==> config.mk <==
export PLATFORM = sky130hd
export DESIGN_NAME = sgf_move_sequence_parser
export DESIGN_NICKNAME = d
export VERILOG_FILES = /design/src/rtl/sgfmsp_pkg.sv /design/src/rtl/sgf_move_sequence_parser.sv
export SDC_FILE = /design/constraint.sdc
export NUM_CORES = 1
export LEC_CHECK = 0
export BUFFER_PORTS_ARGS = -buffer_cell sky130_fd_sc_hd__buf_2
export CAP_MARGIN = 20
export CORE_MARGIN = 8
export CORE_UTILIZATION = 60
export CTS_BUF_LIST = sky130_fd_sc_hd__clkbuf_8
export DETAILED_ROUTE_END_ITERATION = 6
export HOLD_SLACK_MARGIN = 0.1
export PLACE_DENSITY = 0.79
export SLEW_MARGIN = 40
export SYNTH_ARGS = -nofsm -noshare
export SYNTH_HDL_FRONTEND = slang
export SYNTH_SLANG_ARGS = --single-unit
==> constraint.sdc <==
create_clock -name clock -period 8.7 [get_ports clock]
set_clock_uncertainty 0.2 [all_clocks]
set_input_delay 0.435 -clock clock [delete_from_list [all_inputs] [get_ports clock]]
set_output_delay 0.435 -clock clock [all_outputs]
set_load 0.03 [all_outputs]
==> src/rtl/sgfmsp_pkg.sv <==
`timescale 1ns / 1ps
// ---------------------------------------------------------------------------
// SGF move sequence parser package
// Shared types, character codes and result codes for the move parser.
// ---------------------------------------------------------------------------
package sgfmsp_pkg;

   typedef enum logic [2:0] {
      PH_SEP          = 3'd0,
      PH_COLOUR       = 3'd1,
      PH_OPEN         = 3'd2,
      PH_VALUE        = 3'd3,
      PH_STOP_FORMAT  = 3'd4,
      PH_STOP_PLAYER  = 3'd5,
      PH_STOP_COORD   = 3'd6
   } phase_type;

   typedef struct packed {
      logic        item_kind;
      logic [11:0] move_index;
      logic [1:0]  final_status;
   } rsp_item_type;

   localparam logic [7:0] CHAR_SEMI  = 8'h3B;
   localparam logic [7:0] CHAR_OPEN  = 8'h5B;
   localparam logic [7:0] CHAR_CLOSE = 8'h5D;
   localparam logic [7:0] CHAR_B     = 8'h42;
   localparam logic [7:0] CHAR_W     = 8'h57;
   localparam logic [7:0] CHAR_T     = 8'h74;
   localparam logic [7:0] CHAR_UC_A  = 8'h41;
   localparam logic [7:0] CHAR_UC_Z  = 8'h5A;

   localparam logic [5:0] BOARD_SIZE_RESET = 6'd19;

   localparam logic [1:0] ST_OK     = 2'd0;
   localparam logic [1:0] ST_FORMAT = 2'd1;
   localparam logic [1:0] ST_PLAYER = 2'd2;
   localparam logic [1:0] ST_COORD  = 2'd3;

   localparam logic KIND_MOVE   = 1'b0;
   localparam logic KIND_STATUS = 1'b1;

   // Upper-case letters map to 26..51, everything else uses the lower-case rule.
   function automatic logic signed [8:0] letter_value(input logic [7:0] c);
      logic signed [8:0] wide;
      wide = $signed({1'b0, c});
      if (c >= CHAR_UC_A && c <= CHAR_UC_Z) begin
         return wide - 9'sd39;
      end
      return wide - 9'sd97;
   endfunction

endpackage

==> src/rtl/sgf_move_sequence_parser.sv <==
`timescale 1ns / 1ps
// ---------------------------------------------------------------------------
// SGF move sequence parser
// Parses a compact move record byte by byte and queues move and status
// results in a four-entry result queue.
// ---------------------------------------------------------------------------
//  Channel | Direction | Handshake            | Payload
//  req     | in        | req_valid/req_stall  | text_byte, end_of_text
//  rsp     | out       | rsp_valid/rsp_stall  | item_kind, move_index,
//          |           |                      | final_status, last_result
//  csr     | in        | csr_write_enable     | board_size
//
//  One byte is taken per cycle while req_stall is low; it is parsed in the
//  cycle of its transaction and its results are registered into the queue.
//  A byte yields up to two results; the result queue holds four, so the
//  input stalls while more than two entries are occupied.
//  Reset is synchronous and clears the parser, the queue and sets the board
//  size to 19. A stalled result transaction holds its payload.
// ---------------------------------------------------------------------------
module sgf_move_sequence_parser (
   input  logic        clock,
   input  logic        reset,
   input  logic        req_valid,
   output logic        req_stall,
   input  logic [7:0]  req_text_byte,
   input  logic        req_end_of_text,
   output logic        rsp_valid,
   input  logic        rsp_stall,
   output logic        rsp_item_kind,
   output logic [11:0] rsp_move_index,
   output logic [1:0]  rsp_final_status,
   output logic        rsp_last_result,
   input  logic        csr_write_enable,
   input  logic [5:0]  csr_write_data
);
   import sgfmsp_pkg::*;

   logic [5:0]   board_size_ff;
   phase_type    phase_ff, phase_in;
   logic         black_to_move_ff, black_to_move_in;
   logic [1:0]   value_length_ff, value_length_in;
   logic [7:0]   first_char_ff, first_char_in;
   logic [7:0]   second_char_ff, second_char_in;

   rsp_item_type fifo_ff [4];
   logic [1:0]   wr_ptr_ff, rd_ptr_ff;
   logic [2:0]   count_ff;

   logic              req_accept, rsp_accept;
   logic              move_push;
   logic [1:0]        status_code;
   logic              is_pass, legal;
   logic signed [9:0] col_s, row_s, bs_s;
   logic [5:0]        mul_a, mul_add;
   logic [11:0]       move_idx;
   rsp_item_type      move_item, status_item, first_item;
   logic [1:0]        push_count;

   assign req_stall  = (count_ff > 3'd2);
   assign req_accept = req_valid && !req_stall;
   assign rsp_valid  = (count_ff != 3'd0);
   assign rsp_accept = rsp_valid && !rsp_stall;

   // Coordinate decode of the current value; pass and move share one multiplier.
   always_comb begin
      is_pass = (value_length_ff == 2'd0) ||
                (value_length_ff == 2'd2 && first_char_ff == CHAR_T &&
                 second_char_ff == CHAR_T);
      bs_s  = $signed({4'b0000, board_size_ff});
      col_s = 10'(letter_value(first_char_ff));
      row_s = bs_s - 10'(letter_value(second_char_ff)) - 10'sd1;
      legal = is_pass || (value_length_ff != 2'd1 && col_s >= 10'sd0 && col_s < bs_s &&
                          row_s >= 10'sd0 && row_s < bs_s);
      mul_a   = is_pass ? board_size_ff : row_s[5:0];
      mul_add = is_pass ? 6'd0 : col_s[5:0];
      move_idx = ({6'd0, mul_a} * {6'd0, board_size_ff}) + {6'd0, mul_add};
   end

   always_comb begin
      phase_in         = phase_ff;
      black_to_move_in = black_to_move_ff;
      value_length_in  = value_length_ff;
      first_char_in    = first_char_ff;
      second_char_in   = second_char_ff;
      move_push        = 1'b0;
      unique case (phase_ff)
         PH_SEP: begin
            phase_in = (req_text_byte == CHAR_SEMI) ? PH_COLOUR : PH_STOP_FORMAT;
         end
         PH_COLOUR: begin
            if (req_text_byte == (black_to_move_ff ? CHAR_B : CHAR_W)) begin
               phase_in = PH_OPEN;
            end else begin
               phase_in = PH_STOP_PLAYER;
            end
         end
         PH_OPEN: begin
            if (req_text_byte == CHAR_OPEN) begin
               phase_in        = PH_VALUE;
               value_length_in = 2'd0;
               first_char_in   = 8'd0;
               second_char_in  = 8'd0;
            end else begin
               phase_in = PH_STOP_FORMAT;
            end
         end
         PH_VALUE: begin
            if (req_text_byte == CHAR_CLOSE) begin
               if (legal) begin
                  move_push        = 1'b1;
                  black_to_move_in = !black_to_move_ff;
                  phase_in         = PH_SEP;
               end else begin
                  phase_in = PH_STOP_COORD;
               end
            end else begin
               if (value_length_ff == 2'd0) begin
                  first_char_in = req_text_byte;
               end else if (value_length_ff == 2'd1) begin
                  second_char_in = req_text_byte;
               end
               if (value_length_ff != 2'd3) begin
                  value_length_in = value_length_ff + 2'd1;
               end
            end
         end
         default: ;
      endcase

      unique case (phase_in)
         PH_SEP:                       status_code = ST_OK;
         PH_COLOUR, PH_STOP_PLAYER:    status_code = ST_PLAYER;
         PH_STOP_COORD:                status_code = ST_COORD;
         default:                      status_code = ST_FORMAT;
      endcase

      if (req_end_of_text) begin
         phase_in         = PH_SEP;
         black_to_move_in = 1'b1;
         value_length_in  = 2'd0;
         first_char_in    = 8'd0;
         second_char_in   = 8'd0;
      end

      move_item.item_kind      = KIND_MOVE;
      move_item.move_index     = move_idx;
      move_item.final_status   = ST_OK;
      status_item.item_kind    = KIND_STATUS;
      status_item.move_index   = 12'd0;
      status_item.final_status = status_code;
      first_item = move_push ? move_item : status_item;
      push_count = req_accept ? ({1'b0, move_push} + {1'b0, req_end_of_text}) : 2'd0;
   end

   always_ff @(posedge clock) begin
      if (reset) begin
         board_size_ff    <= BOARD_SIZE_RESET;
         phase_ff         <= PH_SEP;
         black_to_move_ff <= 1'b1;
         value_length_ff  <= 2'd0;
         first_char_ff    <= 8'd0;
         second_char_ff   <= 8'd0;
         wr_ptr_ff        <= 2'd0;
         rd_ptr_ff        <= 2'd0;
         count_ff         <= 3'd0;
      end else begin
         if (csr_write_enable) begin
            board_size_ff <= csr_write_data;
         end
         if (req_accept) begin
            phase_ff         <= phase_in;
            black_to_move_ff <= black_to_move_in;
            value_length_ff  <= value_length_in;
            first_char_ff    <= first_char_in;
            second_char_ff   <= second_char_in;
         end
         wr_ptr_ff <= wr_ptr_ff + push_count;
         rd_ptr_ff <= rd_ptr_ff + {1'b0, rsp_accept};
         count_ff  <= count_ff + {1'b0, push_count} - {2'b00, rsp_accept};
      end
   end

   always_ff @(posedge clock) begin
      if (push_count != 2'd0) begin
         fifo_ff[wr_ptr_ff] <= first_item;
      end
      if (push_count == 2'd2) begin
         fifo_ff[wr_ptr_ff + 2'd1] <= status_item;
      end
   end

   assign rsp_item_kind    = fifo_ff[rd_ptr_ff].item_kind;
   assign rsp_move_index   = fifo_ff[rd_ptr_ff].move_index;
   assign rsp_final_status = fifo_ff[rd_ptr_ff].final_status;
   assign rsp_last_result  = fifo_ff[rd_ptr_ff].item_kind;

   // The result queue never holds more than its four entries.
   a_count_bound: assert property (@(posedge clock) disable iff (reset)
      count_ff <= 3'd4)
      else $error("result queue overflow");

   // The last byte of a sequence always leaves a status result queued.
   a_status_queued: assert property (@(posedge clock) disable iff (reset)
      req_accept && req_end_of_text |=> count_ff != 3'd0)
      else $error("status result missing after end of text");

   // The last byte of a sequence returns the parser to its start.
   a_parse_restart: assert property (@(posedge clock) disable iff (reset)
      req_accept && req_end_of_text |=> phase_ff == PH_SEP && black_to_move_ff &&
                                        value_length_ff == 2'd0)
      else $error("parser not restarted after end of text");

   // The colour to move changes only with a move result or a restart.
   a_colour_change: assert property (@(posedge clock) disable iff (reset)
      req_accept && !move_push && !req_end_of_text |=> $stable(black_to_move_ff))
      else $error("colour changed without a move");

endmodule

==> reports/qor.yml, run 1 <==
ir_worst_vdd_uv: 131
slew_viol_final: 0
diodes: 0
start_util_pct: 60.9
clk_path_buf_depth: 2
ys_ff_latch: 95
r2r_cells: 27
design_area_um2: 7400
grt_first_pass_wirelength_um: 25900
critPathCapture: "fifo_ff[1][13]"
drive_above_1_share_pct: 13.3
reg2reg_slack_ns: 0.86
dpl_cell_area_um2: 7140
start_kind: "flip-flop"
routed_via_density: 6.10
tightest_slew_ns: 0.809
h-tree-depth: 3
fin_cells: 911
grt_setup_unrepaired: "no"
period_share_pct: 90.1
p_leak_nw: 3.14
clk_latency_ns: 0.39
wirelength_um: 15800
mostFrequentLayoutCells: "dfxtp_1, inv_1, nor2_1, ha_1, nand2_1"
grt_util_met2_pct: 37.1
routedWlPerCell_um: 17.4
place.gp.congestion: 0.876
hp-class: "input pin to flip-flop"
antenna_found_initial: 0
async_reset_ff_share_pct: 0
finalWorstSetupSlack_ns: 0.864
r2r-end: "fifo_ff[1][13]"
setup_violations: 0
relSlewSlack_pct: 46.0
drc_errors: 0
synthCells: 733
status: "finished, final reports clean"
avgSynthCellArea_um2: 9.40
die-area_um2: 15200
met1_usage_pct: 24.6
layout_commonest_cell: "dfxtp_1"
worst-setup-path-type: "flip-flop to flip-flop"
post-place-cells: 889
drt_iter0_drc: 398
pre_cts_ws_ns: 0.963
num_rows: 39
boundaryPins: 38
max_clock_freq_mhz: 128
holdPathStages: 3
crit-reg2reg-launch: "second_char_ff[3]"
timing.critical_path.from: "second_char_ff[3]"
die_w_um: 123
worst-path-max-fanout: 9
numCtsBuffers: 9
end_kind: "flip-flop"
cts_root_buf: "clkbuf_8"
nNetsFinal: 868
grt-ovfl-total: 0
post_cts_resized: 0
worst_ep_arrival_time_ns: 7.90
die_h_um: 123
grt_util_all_layers_pct: 21.1
dr_total_vias: 5556
synth_ff_type: "dfxtp_1"
period_minus_slack_ns: 7.84
groute.layer.met3.usage_pct: 3.74
synth_edf_count: 8
ys_seq_area_share_pct: 28.8
synth_area_um2: 6890
place_hpwl_um: 12100
ys_types: 84
io_buffers: 37
grt_pass1_vias: 5586
finalSetupTns_ns: 0
final_hold_viol_count: 0
core_um2: 11300
clkTransAtPathRegs_ns: 0.10
max_cap_violations: 0
syn_to_final_growth_pct: 7.39
cts_sinks: 95
postRouteAntennaNets: 0
synth_nets: 838
cts_tree: "done"
total_power_w: 0.00115
drtPass1Iterations: 5
yosys_warnings: 0
top_usage_layer: "met2"
grt_max_degree: 34
cp_data_required_time_ns: 8.77
power_density_nw_per_um2: 156
==> how the worst min path moves through the flow <==
stage | start | to | slack (ns)
global route | csr_write_enable | board_size_ff[4] | 0.22
global placement | fifo_ff[2][11] | fifo_ff[2][11] | 0.23
floorplan | fifo_ff[2][11] | fifo_ff[2][11] | 0.22
finish | csr_write_enable | board_size_ff[4] | 0.20
CTS | csr_write_enable | board_size_ff[4] | 0.19
detailed placement | fifo_ff[2][13] | fifo_ff[2][13] | 0.23
==> report_power, final <==
group          leakage [nW]  switching, W  internal [W]
clock                 0.101      0.000179      0.000112
sequential            0.771     0.0000341      0.000455
combinational          2.26      0.000219      0.000152
==> cell type report <==
type | count | area (µm²)
clock buffer | 9 | 124
sequential | 95 | 1980
fill | 929 | 3920
inverter | 79 | 297
tap | 143 | 179
timing repair buffer | 46 | 268
multi-input combinational | 532 | 4480
clock inverter | 7 | 71.3
==> logic make-up (layout without fill, tap and decap cells) <==
| group | Yosys count | after routing | synth area share (%) |
|---|---|---|---|
| adder cells (fa/ha/maj) | 85 | 85 | 18.1 |
| AND/OR/NAND/NOR | 219 | 219 | 16.9 |
| XOR/XNOR | 23 | 23 | 2.92 |
| flip-flops | 95 | 95 | 28.8 |
| buffers and inverters | 106 | 141 | 6.47 |
| multiplexers | 38 | 38 | 8.26 |
| AO/OA/AOI/OAI | 167 | 167 | 18.6 |
==> synth_stat cells (13+ instances only) <==
library cell / n / area (µm²)
ha_1: 61 / 763
dfxtp_1: 87 / 1740
mux4_2: 15 / 338
inv_1: 78 / 293
a22o_1: 36 / 315
clkbuf_1: 17 / 63.8
o21ai_0: 19 / 95.1
nand2b_1: 16 / 100
nor2_1: 63 / 236
xnor2_1: 17 / 149
and2_1: 13 / 81.3
nand2_1: 50 / 188
nor2b_1: 13 / 81.3
mux2i_1: 22 / 220
fa_1: 24 / 480
a21oi_1: 33 / 165
==> metrics by stage <==
step	hold WS (ns)	utilization, %
finish	0.197	65.4
global route	0.221	65.4
CTS	0.190	65.4
detailed placement	0.234	63.1
global placement	0.231	63.0
floorplan	0.220	-
==> flip-flops by register name, indices dropped and copies added, names as in the netlist <==
register          count
black_to_move_ff      1
phase_ff              3
fifo_ff              60
board_size_ff         6
count_ff              3
second_char_ff        8
value_length_ff       2
rd_ptr_ff             2
wr_ptr_ff             2
first_char_ff         8
==> per-layer routing <==
layer,vias up,share of wire [%]
li1,2674,-
met2,144,50
met1,2705,43
met3,33,4.4
met4,0,2.4
met5,-,0
==> critical path: stages (launching register included) <==
cell	delay, ns
dfxtp_1	0.51
or2_1	0.20
o32a_1	0.15
nor2_1	0.04
or4_1	0.60
ha_1	0.41
a21oi_1	0.26
nand2_1	0.13
xor2_1	0.16
ha_1	0.35
o21ai_0	0.10
o21bai_1	0.26
a21oi_1	0.13
xnor2_1	0.17
a21oi_1	0.37
nor2b_1	0.12
fa_1	0.49
inv_1	0.05
fa_1	0.46
fa_1	0.54
inv_1	0.05
fa_1	0.48
ha_1	0.32
a21boi_0	0.24
o21ai_0	0.17
a21o_1	0.21
a211oi_1	0.43
o31ai_1	0.12
==> repair_timing <==
action / CTS / global route
hold endpoints to repair: 6 / 0
buffers inserted: 0 / 0
hold buffers: 6 / 0
No activity file was read; power rests on OpenSTA's default activity.
==> inputs of run 2 (changes only) <==
--- a/config.mk
+++ b/config.mk
@@ -8,8 +8,9 @@
 export BUFFER_PORTS_ARGS = -buffer_cell sky130_fd_sc_hd__buf_2
 export CAP_MARGIN = 20
 export CORE_MARGIN = 8
-export CORE_UTILIZATION = 60
+export CORE_UTILIZATION = 58
 export CTS_BUF_LIST = sky130_fd_sc_hd__clkbuf_8
+export CTS_CLUSTER_DIAMETER = 60
 export DETAILED_ROUTE_END_ITERATION = 6
 export HOLD_SLACK_MARGIN = 0.1
 export PLACE_DENSITY = 0.79
==> constraint.sdc (replaced) <==
create_clock -name clock -period 6.3 [get_ports clock]
set_clock_uncertainty 0.2 [all_clocks]
set_input_delay 0.315 -clock clock [delete_from_list [all_inputs] [get_ports clock]]
set_output_delay 0.315 -clock clock [all_outputs]
set_load 0.03 [all_outputs]
==> run 2 against run 1 <==
Effect of this change: the flow now finishes with violations (setup timing); flip-flop and latch count unchanged; register-to-register slack worse by 1.2 ns; sequential power grew 38%; global-route usage grew 0.77 points; power grew 57%; sequential share of layout area shrank 3.0 points; fmax up 17%; utilization grew 5.2 points; via count grew 7.2%; clock power up 47%; final area rose by 13%; die area rose by 3.0%.
==> reports/qor.yml, run 2 (synthesis gave the netlist of run 1 again) <==
start_util_pct: 58.3  # was 60.9%
place.gp.congestion: 0.913  # was 0.876
top_register: "fifo_ff"  # unchanged
cts_tree: "done"  # unchanged
mostFrequentLayoutCells: "dfxtp_1, inv_1, buf_4, nor2_1, ha_1"  # was dfxtp_1, inv_1, nor2_1, ha_1, nand2_1
setup_violations: 24  # was 0
die-area_um2: 15600  # was 15200 µm²
max_cap_violations: 0  # unchanged
die_w_um: 125  # was 123 µm
dpl_cell_area_um2: 7690  # was 7140 µm²
whs_ns: 0.135  # was 0.197 ns
postRouteAntennaNets: 0  # unchanged
clk_path_buf_depth: 2  # unchanged
slowest_stage: "fa_1"  # was or4_1
clkTransAtPathRegs_ns: 0.10  # about the same
period_share_pct: 106  # was 90.1%
routed_via_density: 6.00  # was 6.10
grt_setup_unrepaired: "yes"  # was no
pwr-share-seq_pct: 37.2  # was 42.5%
diodes: 0  # unchanged
max_stage_delay_ns: 0.56  # was 0.60 ns
syn_to_final_growth_pct: 21.0  # was 7.39%
boundaryPins: 38  # unchanged
die_h_um: 125  # was 123 µm
final_hold_viol_count: 0  # unchanged
wirelength_um: 17200  # was 15800 µm
max_clock_freq_mhz: 150  # was 128 MHz
cp_data_required_time_ns: 6.37  # was 8.77 ns
worst-path-max-fanout: 4  # was 9
grt_pass1_vias: 6060  # was 5586
period_minus_slack_ns: 6.67  # was 7.84 ns
drt_iter0_drc: 429  # was 398
clk_latency_ns: 0.38  # was 0.39 ns
p_sw_share_pct: 35.9  # was 37.5%
start_kind: "flip-flop"  # unchanged
critPathMostFrequentCell: "fa_1"  # unchanged
grt_first_pass_wirelength_um: 28500  # was 25900 µm
tightest_slew_ns: 0.804  # was 0.809 ns
status: "complete, but fails checks"  # was finished, final reports clean
cts_root_buf: "clkbuf_8"  # unchanged
largest_reg_flops: 60  # unchanged
final_util_pct: 70.6  # was 65.4%
io_buffers: 37  # unchanged
core_um2: 11800  # was 11300 µm²
top_regs: "fifo_ff (60), first_char_ff (8), second_char_ff (8)"  # unchanged
relSlewSlack_pct: 45.7  # was 46.0%
layout_commonest_cell: "dfxtp_1"  # unchanged
design_area_um2: 8340  # was 7400 µm²
violations: "setup timing"
numCtsBuffers: 9  # unchanged
dr_total_vias: 5956  # was 5556
routedWlPerCell_um: 17.3  # was 17.4 µm
grt_util_all_layers_pct: 21.8  # was 21.1%
ir_worst_vdd_uv: 122  # was 131 µV
post-place-cells: 954  # was 889
pwr-share-comb_pct: 39.2  # was 32.2%
drive_above_1_share_pct: 26.5  # was 13.3%
place_hpwl_um: 12900  # was 12100 µm
grt-ovfl-total: 0  # unchanged
fin_cells: 992  # was 911
pre_cts_ws_ns: -0.368  # was 0.963 ns
antenna_found_initial: 0  # unchanged
drc_errors: 0  # unchanged
slew_viol_final: 0  # unchanged
hp-class: "input pin to flip-flop"  # unchanged
grt_max_degree: 34  # unchanged
power_density_nw_per_um2: 217  # was 156 nW/µm²
power_frac_clock_pct: 23.6  # was 25.3%
worst_ep_arrival_time_ns: 6.74  # was 7.90 ns
drtPass1Iterations: 5  # unchanged
nNetsFinal: 945  # was 868
cts_sinks: 95  # unchanged
end_kind: "flip-flop"  # unchanged
p_leak_nw: 3.60  # was 3.14 nW
switchingPower_w: 0.000650  # was 0.000431 W
num_rows: 40  # was 39
h-tree-depth: 3  # unchanged
worst-setup-path-type: "flip-flop to flip-flop"  # unchanged
finalWorstSetupSlack_ns: -0.374  # was 0.864 ns
p_int_w: 0.00116  # was 0.000720 W
-- run 2: cell types whose count changed in the layout (fill, tap and decap cells not counted), moves of 5 or more --
cell           previous run  this run
ha_1                     61        54
ha_4                      0         7
buf_4                     3        75
o21ai_0                  19        14
dlygate4sd3_1             6        11
a21oi_1                  33        25
a21oi_2                   2         7
-- run 2: area by class of cell --
class | instances | area [µm²]
Timing Repair Buffer | 123 | 858
Inverter | 79 | 297
Fill cell | 883 | 3480
Multi-Input combinational cell | 532 | 4800
Tap cell | 147 | 184
Clock inverter | 6 | 73.8
Clock buffer | 10 | 138
Sequential cell | 95 | 1990
-- run 2: power by group through the flow --
stage / combinational [W] / clock (W) / sequential [W]
finish: 0.000711 / 0.000428 / 0.000674
global route: 0.000774 / 0.000454 / 0.000681
CTS: 0.000675 / 0.000435 / 0.000675
detailed placement: 0.000607 / 0 / 0.000689
global placement: 0.000575 / 0 / 0.000686
floorplan: 0.000454 / 0 / 0.000653
-- run 2: metrics by stage --
step / setup TNS (ns) / power, W
after floorplan: -2.48 / 0.00111
after global placement: -2.60 / 0.00126
after detailed placement: -7.05 / 0.00130
after CTS: -2.37 / 0.00179
after global routing: -15.14 / 0.00191
final: -5.41 / 0.00181
-- run 2: repair_timing --
action | CTS | global route
pin swaps | 18 | 13
setup buffers | 4 | 9
hold endpoints to repair | 6 | 0
gates resized for setup | 27 | 20
hold buffers | 11 | 0
endpoints found under the setup margin | 25 | 54
-- run 2: routing by layer --
| metal | share of wire (%) | wire, µm | track usage [%] |
|---|---|---|---|
| met2 | 51 | 8780 | 38.8 |
| met5 | 0 | 0 | 0 |
| met1 | 41 | 7130 | 24.8 |
| met4 | 2.7 | 468 | 9.89 |
| met3 | 4.7 | 807 | 4.33 |
-- run 2: worst paths after layout --
check,endpoint,slack [ns],depth (start not counted),start
worst min register to register,fifo_ff[2][11],0.26,2,fifo_ff[2][11]
worst max-delay path,fifo_ff[2][13],-0.37,27,second_char_ff[4]
worst max register to register,fifo_ff[2][13],-0.37,27,second_char_ff[4]
worst min-delay path,board_size_ff[2],0.14,3,csr_write_enable
-- run 2: critical path: cells and delay by family, from the launching register on --
kind | cells | cell delay, ns
AO/OA/AOI/OAI | 10 | 1.77
XOR/XNOR | 2 | 0.30
adder cells (fa/ha/maj) | 7 | 2.92
buffers and inverters | 2 | 0.09
flip-flops | 1 | 0.35
AND/OR/NAND/NOR | 6 | 0.91
==> inputs of run 3 (changes only) <==
--- a/config.mk
+++ b/config.mk
@@ -14,6 +14,7 @@
 export DETAILED_ROUTE_END_ITERATION = 6
 export HOLD_SLACK_MARGIN = 0.1
 export PLACE_DENSITY = 0.79
+export RECOVER_POWER = 100
 export SLEW_MARGIN = 40
 export SYNTH_ARGS = -nofsm -noshare
 export SYNTH_HDL_FRONTEND = slang
==> run 3 against run 2 <==
Effect of this change: the flow finishes with violations (capacitance limit, slew limit, setup timing); clock power hardly changed; via count increased by 0.17%; critical path depth unchanged; fmax about the same; global-route usage unchanged; final area down 1.2%; highest routed layer unchanged; die area unchanged; critical endpoint unchanged; non-clock buffer count stayed put; combinational power down 1%; hold slack lost 0.0014 ns; routed wire length is 0.40% higher.
==> reports/qor.yml, run 3 (synthesis gave the netlist of run 1 again) <==
grt-ovfl-total: 0  # unchanged
r2r_cells: 27  # unchanged
routedWlPerCell_um: 17.4  # was 17.3 µm
postRouteAntennaNets: 0  # unchanged
post-place-cells: 954  # unchanged
layout_commonest_cell: "dfxtp_1"  # unchanged
pwr-share-seq_pct: 37.4  # was 37.2%
clk_latency_ns: 0.38  # about the same
end_kind: "flip-flop"  # unchanged
switchingPower_w: 0.000647  # was 0.000650 W
violations: "capacitance limit, slew limit, setup timing"  # was setup timing
drive_above_1_share_pct: 23.4  # was 26.5%
die_w_um: 125  # unchanged
boundaryPins: 38  # unchanged
wirelength_um: 17300  # was 17200 µm
worst-path-max-fanout: 4  # unchanged
period_minus_slack_ns: 6.67  # about the same
syn_to_final_growth_pct: 19.5  # was 21.0%
antenna_found_initial: 0  # unchanged
power_density_nw_per_um2: 219  # was 217 nW/µm²
routed_via_density: 6.01  # was 6.00
place.gp.congestion: 0.913  # unchanged
setup_violations: 35  # was 24
reg2reg_slack_ns: -0.37  # about the same
cts_root_buf: "clkbuf_8"  # unchanged
drt_iter0_drc: 488  # was 429
worst_ep_arrival_time_ns: 6.74  # about the same
start_kind: "flip-flop"  # unchanged
dr_total_vias: 5966  # was 5956
finalWorstSetupSlack_ns: -0.368  # was -0.374 ns
max_clock_freq_mhz: 150  # about the same
io_buffers: 37  # unchanged
die-area_um2: 15600  # unchanged
top_regs: "fifo_ff (60), first_char_ff (8), second_char_ff (8)"  # unchanged
grt_pass1_vias: 6060  # unchanged
numCtsBuffers: 9  # unchanged
worst-setup-path-type: "flip-flop to flip-flop"  # unchanged
cp_data_required_time_ns: 6.37  # about the same
fill_cells: 906  # was 883
relSlewSlack_pct: -3.16  # was 45.7%
max_cap_violations: 1  # was 0
start_util_pct: 58.3  # unchanged
top_register: "fifo_ff"  # unchanged
cts_sinks: 95  # unchanged
core_um2: 11800  # unchanged
grt_setup_unrepaired: "yes"  # unchanged
num_rows: 40  # unchanged
p_leak_nw: 3.53  # was 3.60 nW
power_frac_clock_pct: 23.7  # was 23.6%
pwr-share-comb_pct: 39.0  # was 39.2%
final_hold_viol_count: 0  # unchanged
p_sw_share_pct: 35.9  # about the same
nNetsFinal: 945  # unchanged
die_h_um: 125  # unchanged
mostFrequentLayoutCells: "dfxtp_1, inv_1, buf_4, nor2_1, ha_1"  # unchanged
h-tree-depth: 3  # unchanged
diodes: 0  # unchanged
grt_util_all_layers_pct: 21.8  # unchanged
clkTransAtPathRegs_ns: 0.10  # about the same
clk_path_buf_depth: 2  # unchanged
hp-class: "input pin to flip-flop"  # unchanged
drtPass1Iterations: 5  # unchanged
largest_reg_flops: 60  # unchanged
grt_first_pass_wirelength_um: 28500  # unchanged
place_hpwl_um: 12900  # unchanged
p_int_w: 0.00116  # about the same
cts_tree: "done"  # unchanged
period_share_pct: 106  # about the same
slew_viol_final: 9  # was 0
status: "complete, but fails checks"  # unchanged
ir_worst_vdd_uv: 121  # was 122 µV
grt_max_degree: 34  # unchanged
fin_cells: 992  # unchanged
drc_errors: 0  # unchanged
tightest_slew_ns: 1.54  # was 0.804 ns
finalSetupTns_ns: -6.29  # was -5.41 ns
holdPathStages: 3  # unchanged
[run 3: worst paths after layout]
path,startpoint,end
max,second_char_ff[4],fifo_ff[2][13]
min,csr_write_enable,board_size_ff[2]
max reg2reg,second_char_ff[4],fifo_ff[2][13]
min reg2reg,fifo_ff[0][14],fifo_ff[0][14]
[run 3: area by class of cell]
| class | count | area (µm²) | share of cell area, % |
|---|---|---|---|
| clock buffers | 10 | 138 | 1.67 |
| well taps | 147 | 184 | 2.23 |
| flip-flops and latches | 95 | 1980 | 24.1 |
| multi-input cells | 532 | 4720 | 57.3 |
| clock inverters | 6 | 73.8 | 0.897 |
| repair buffers | 123 | 837 | 10.2 |
| inverters | 79 | 297 | 3.60 |
[run 3: metrics by stage]
step | util (%) | hold WS, ns | setup WS [ns] | power, W | instance area [µm²]
finish | 69.7 | 0.134 | -0.368 | 0.00180 | 8230
floorplan | - | 0.187 | -0.190 | 0.00111 | 7000
detailed placement | 65.1 | 0.235 | -0.368 | 0.00130 | 7690
global placement | 65.1 | 0.230 | -0.148 | 0.00126 | 7690
global route | 69.7 | 0.148 | -0.664 | 0.00190 | 8230
CTS | 69.0 | 0.104 | -0.194 | 0.00179 | 8150
[run 3: critical path, cell delays in order, from the launching register on]
cell and delay (ns):
dfxtp_2 0.35, or2_1 0.12, o32a_1 0.14, nor2_1 0.04, or4_4 0.46, ha_1 0.33
nand3_1 0.14, nand2_2 0.08, xor2_1 0.14, ha_1 0.33, o21ai_1 0.09, o21bai_1 0.26
a21oi_2 0.12, xnor2_2 0.15, a21oi_2 0.14, nor2b_1 0.07, fa_1 0.47, inv_1 0.05
fa_1 0.48, fa_1 0.56, inv_2 0.04, fa_2 0.46, ha_4 0.29, a21boi_4 0.19
o21ai_2 0.09, a21o_1 0.27, a211oi_4 0.35, o31ai_1 0.12
[run 3: what timing repair did]
item / CTS / global route
gates resized for setup: 27 / 20
buffers inserted: 4 / 9
endpoints found under the setup margin: 25 / 54
pin swaps: 18 / 13
cloned: 0 / 0
hold buffers: 11 / 0
endpoints found under the hold margin: 6 / 0
[run 3: routing by layer]
layer	GRT usage, %	vias up	share of wire (%)
met5	0	-	0
met4	9.89	0	2.8
met3	4.33	37	4.8
met2	38.8	175	51
met1	24.8	2927	41
li1	-	2827	-
[run 3: power groups by stage]
stage / registers [W] / logic [W] / clock network [W]
detailed placement: 0.000689 / 0.000607 / 0
finish: 0.000674 / 0.000703 / 0.000427
global placement: 0.000686 / 0.000575 / 0
global route: 0.000680 / 0.000766 / 0.000454
CTS: 0.000675 / 0.000675 / 0.000435
floorplan: 0.000653 / 0.000454 / 0
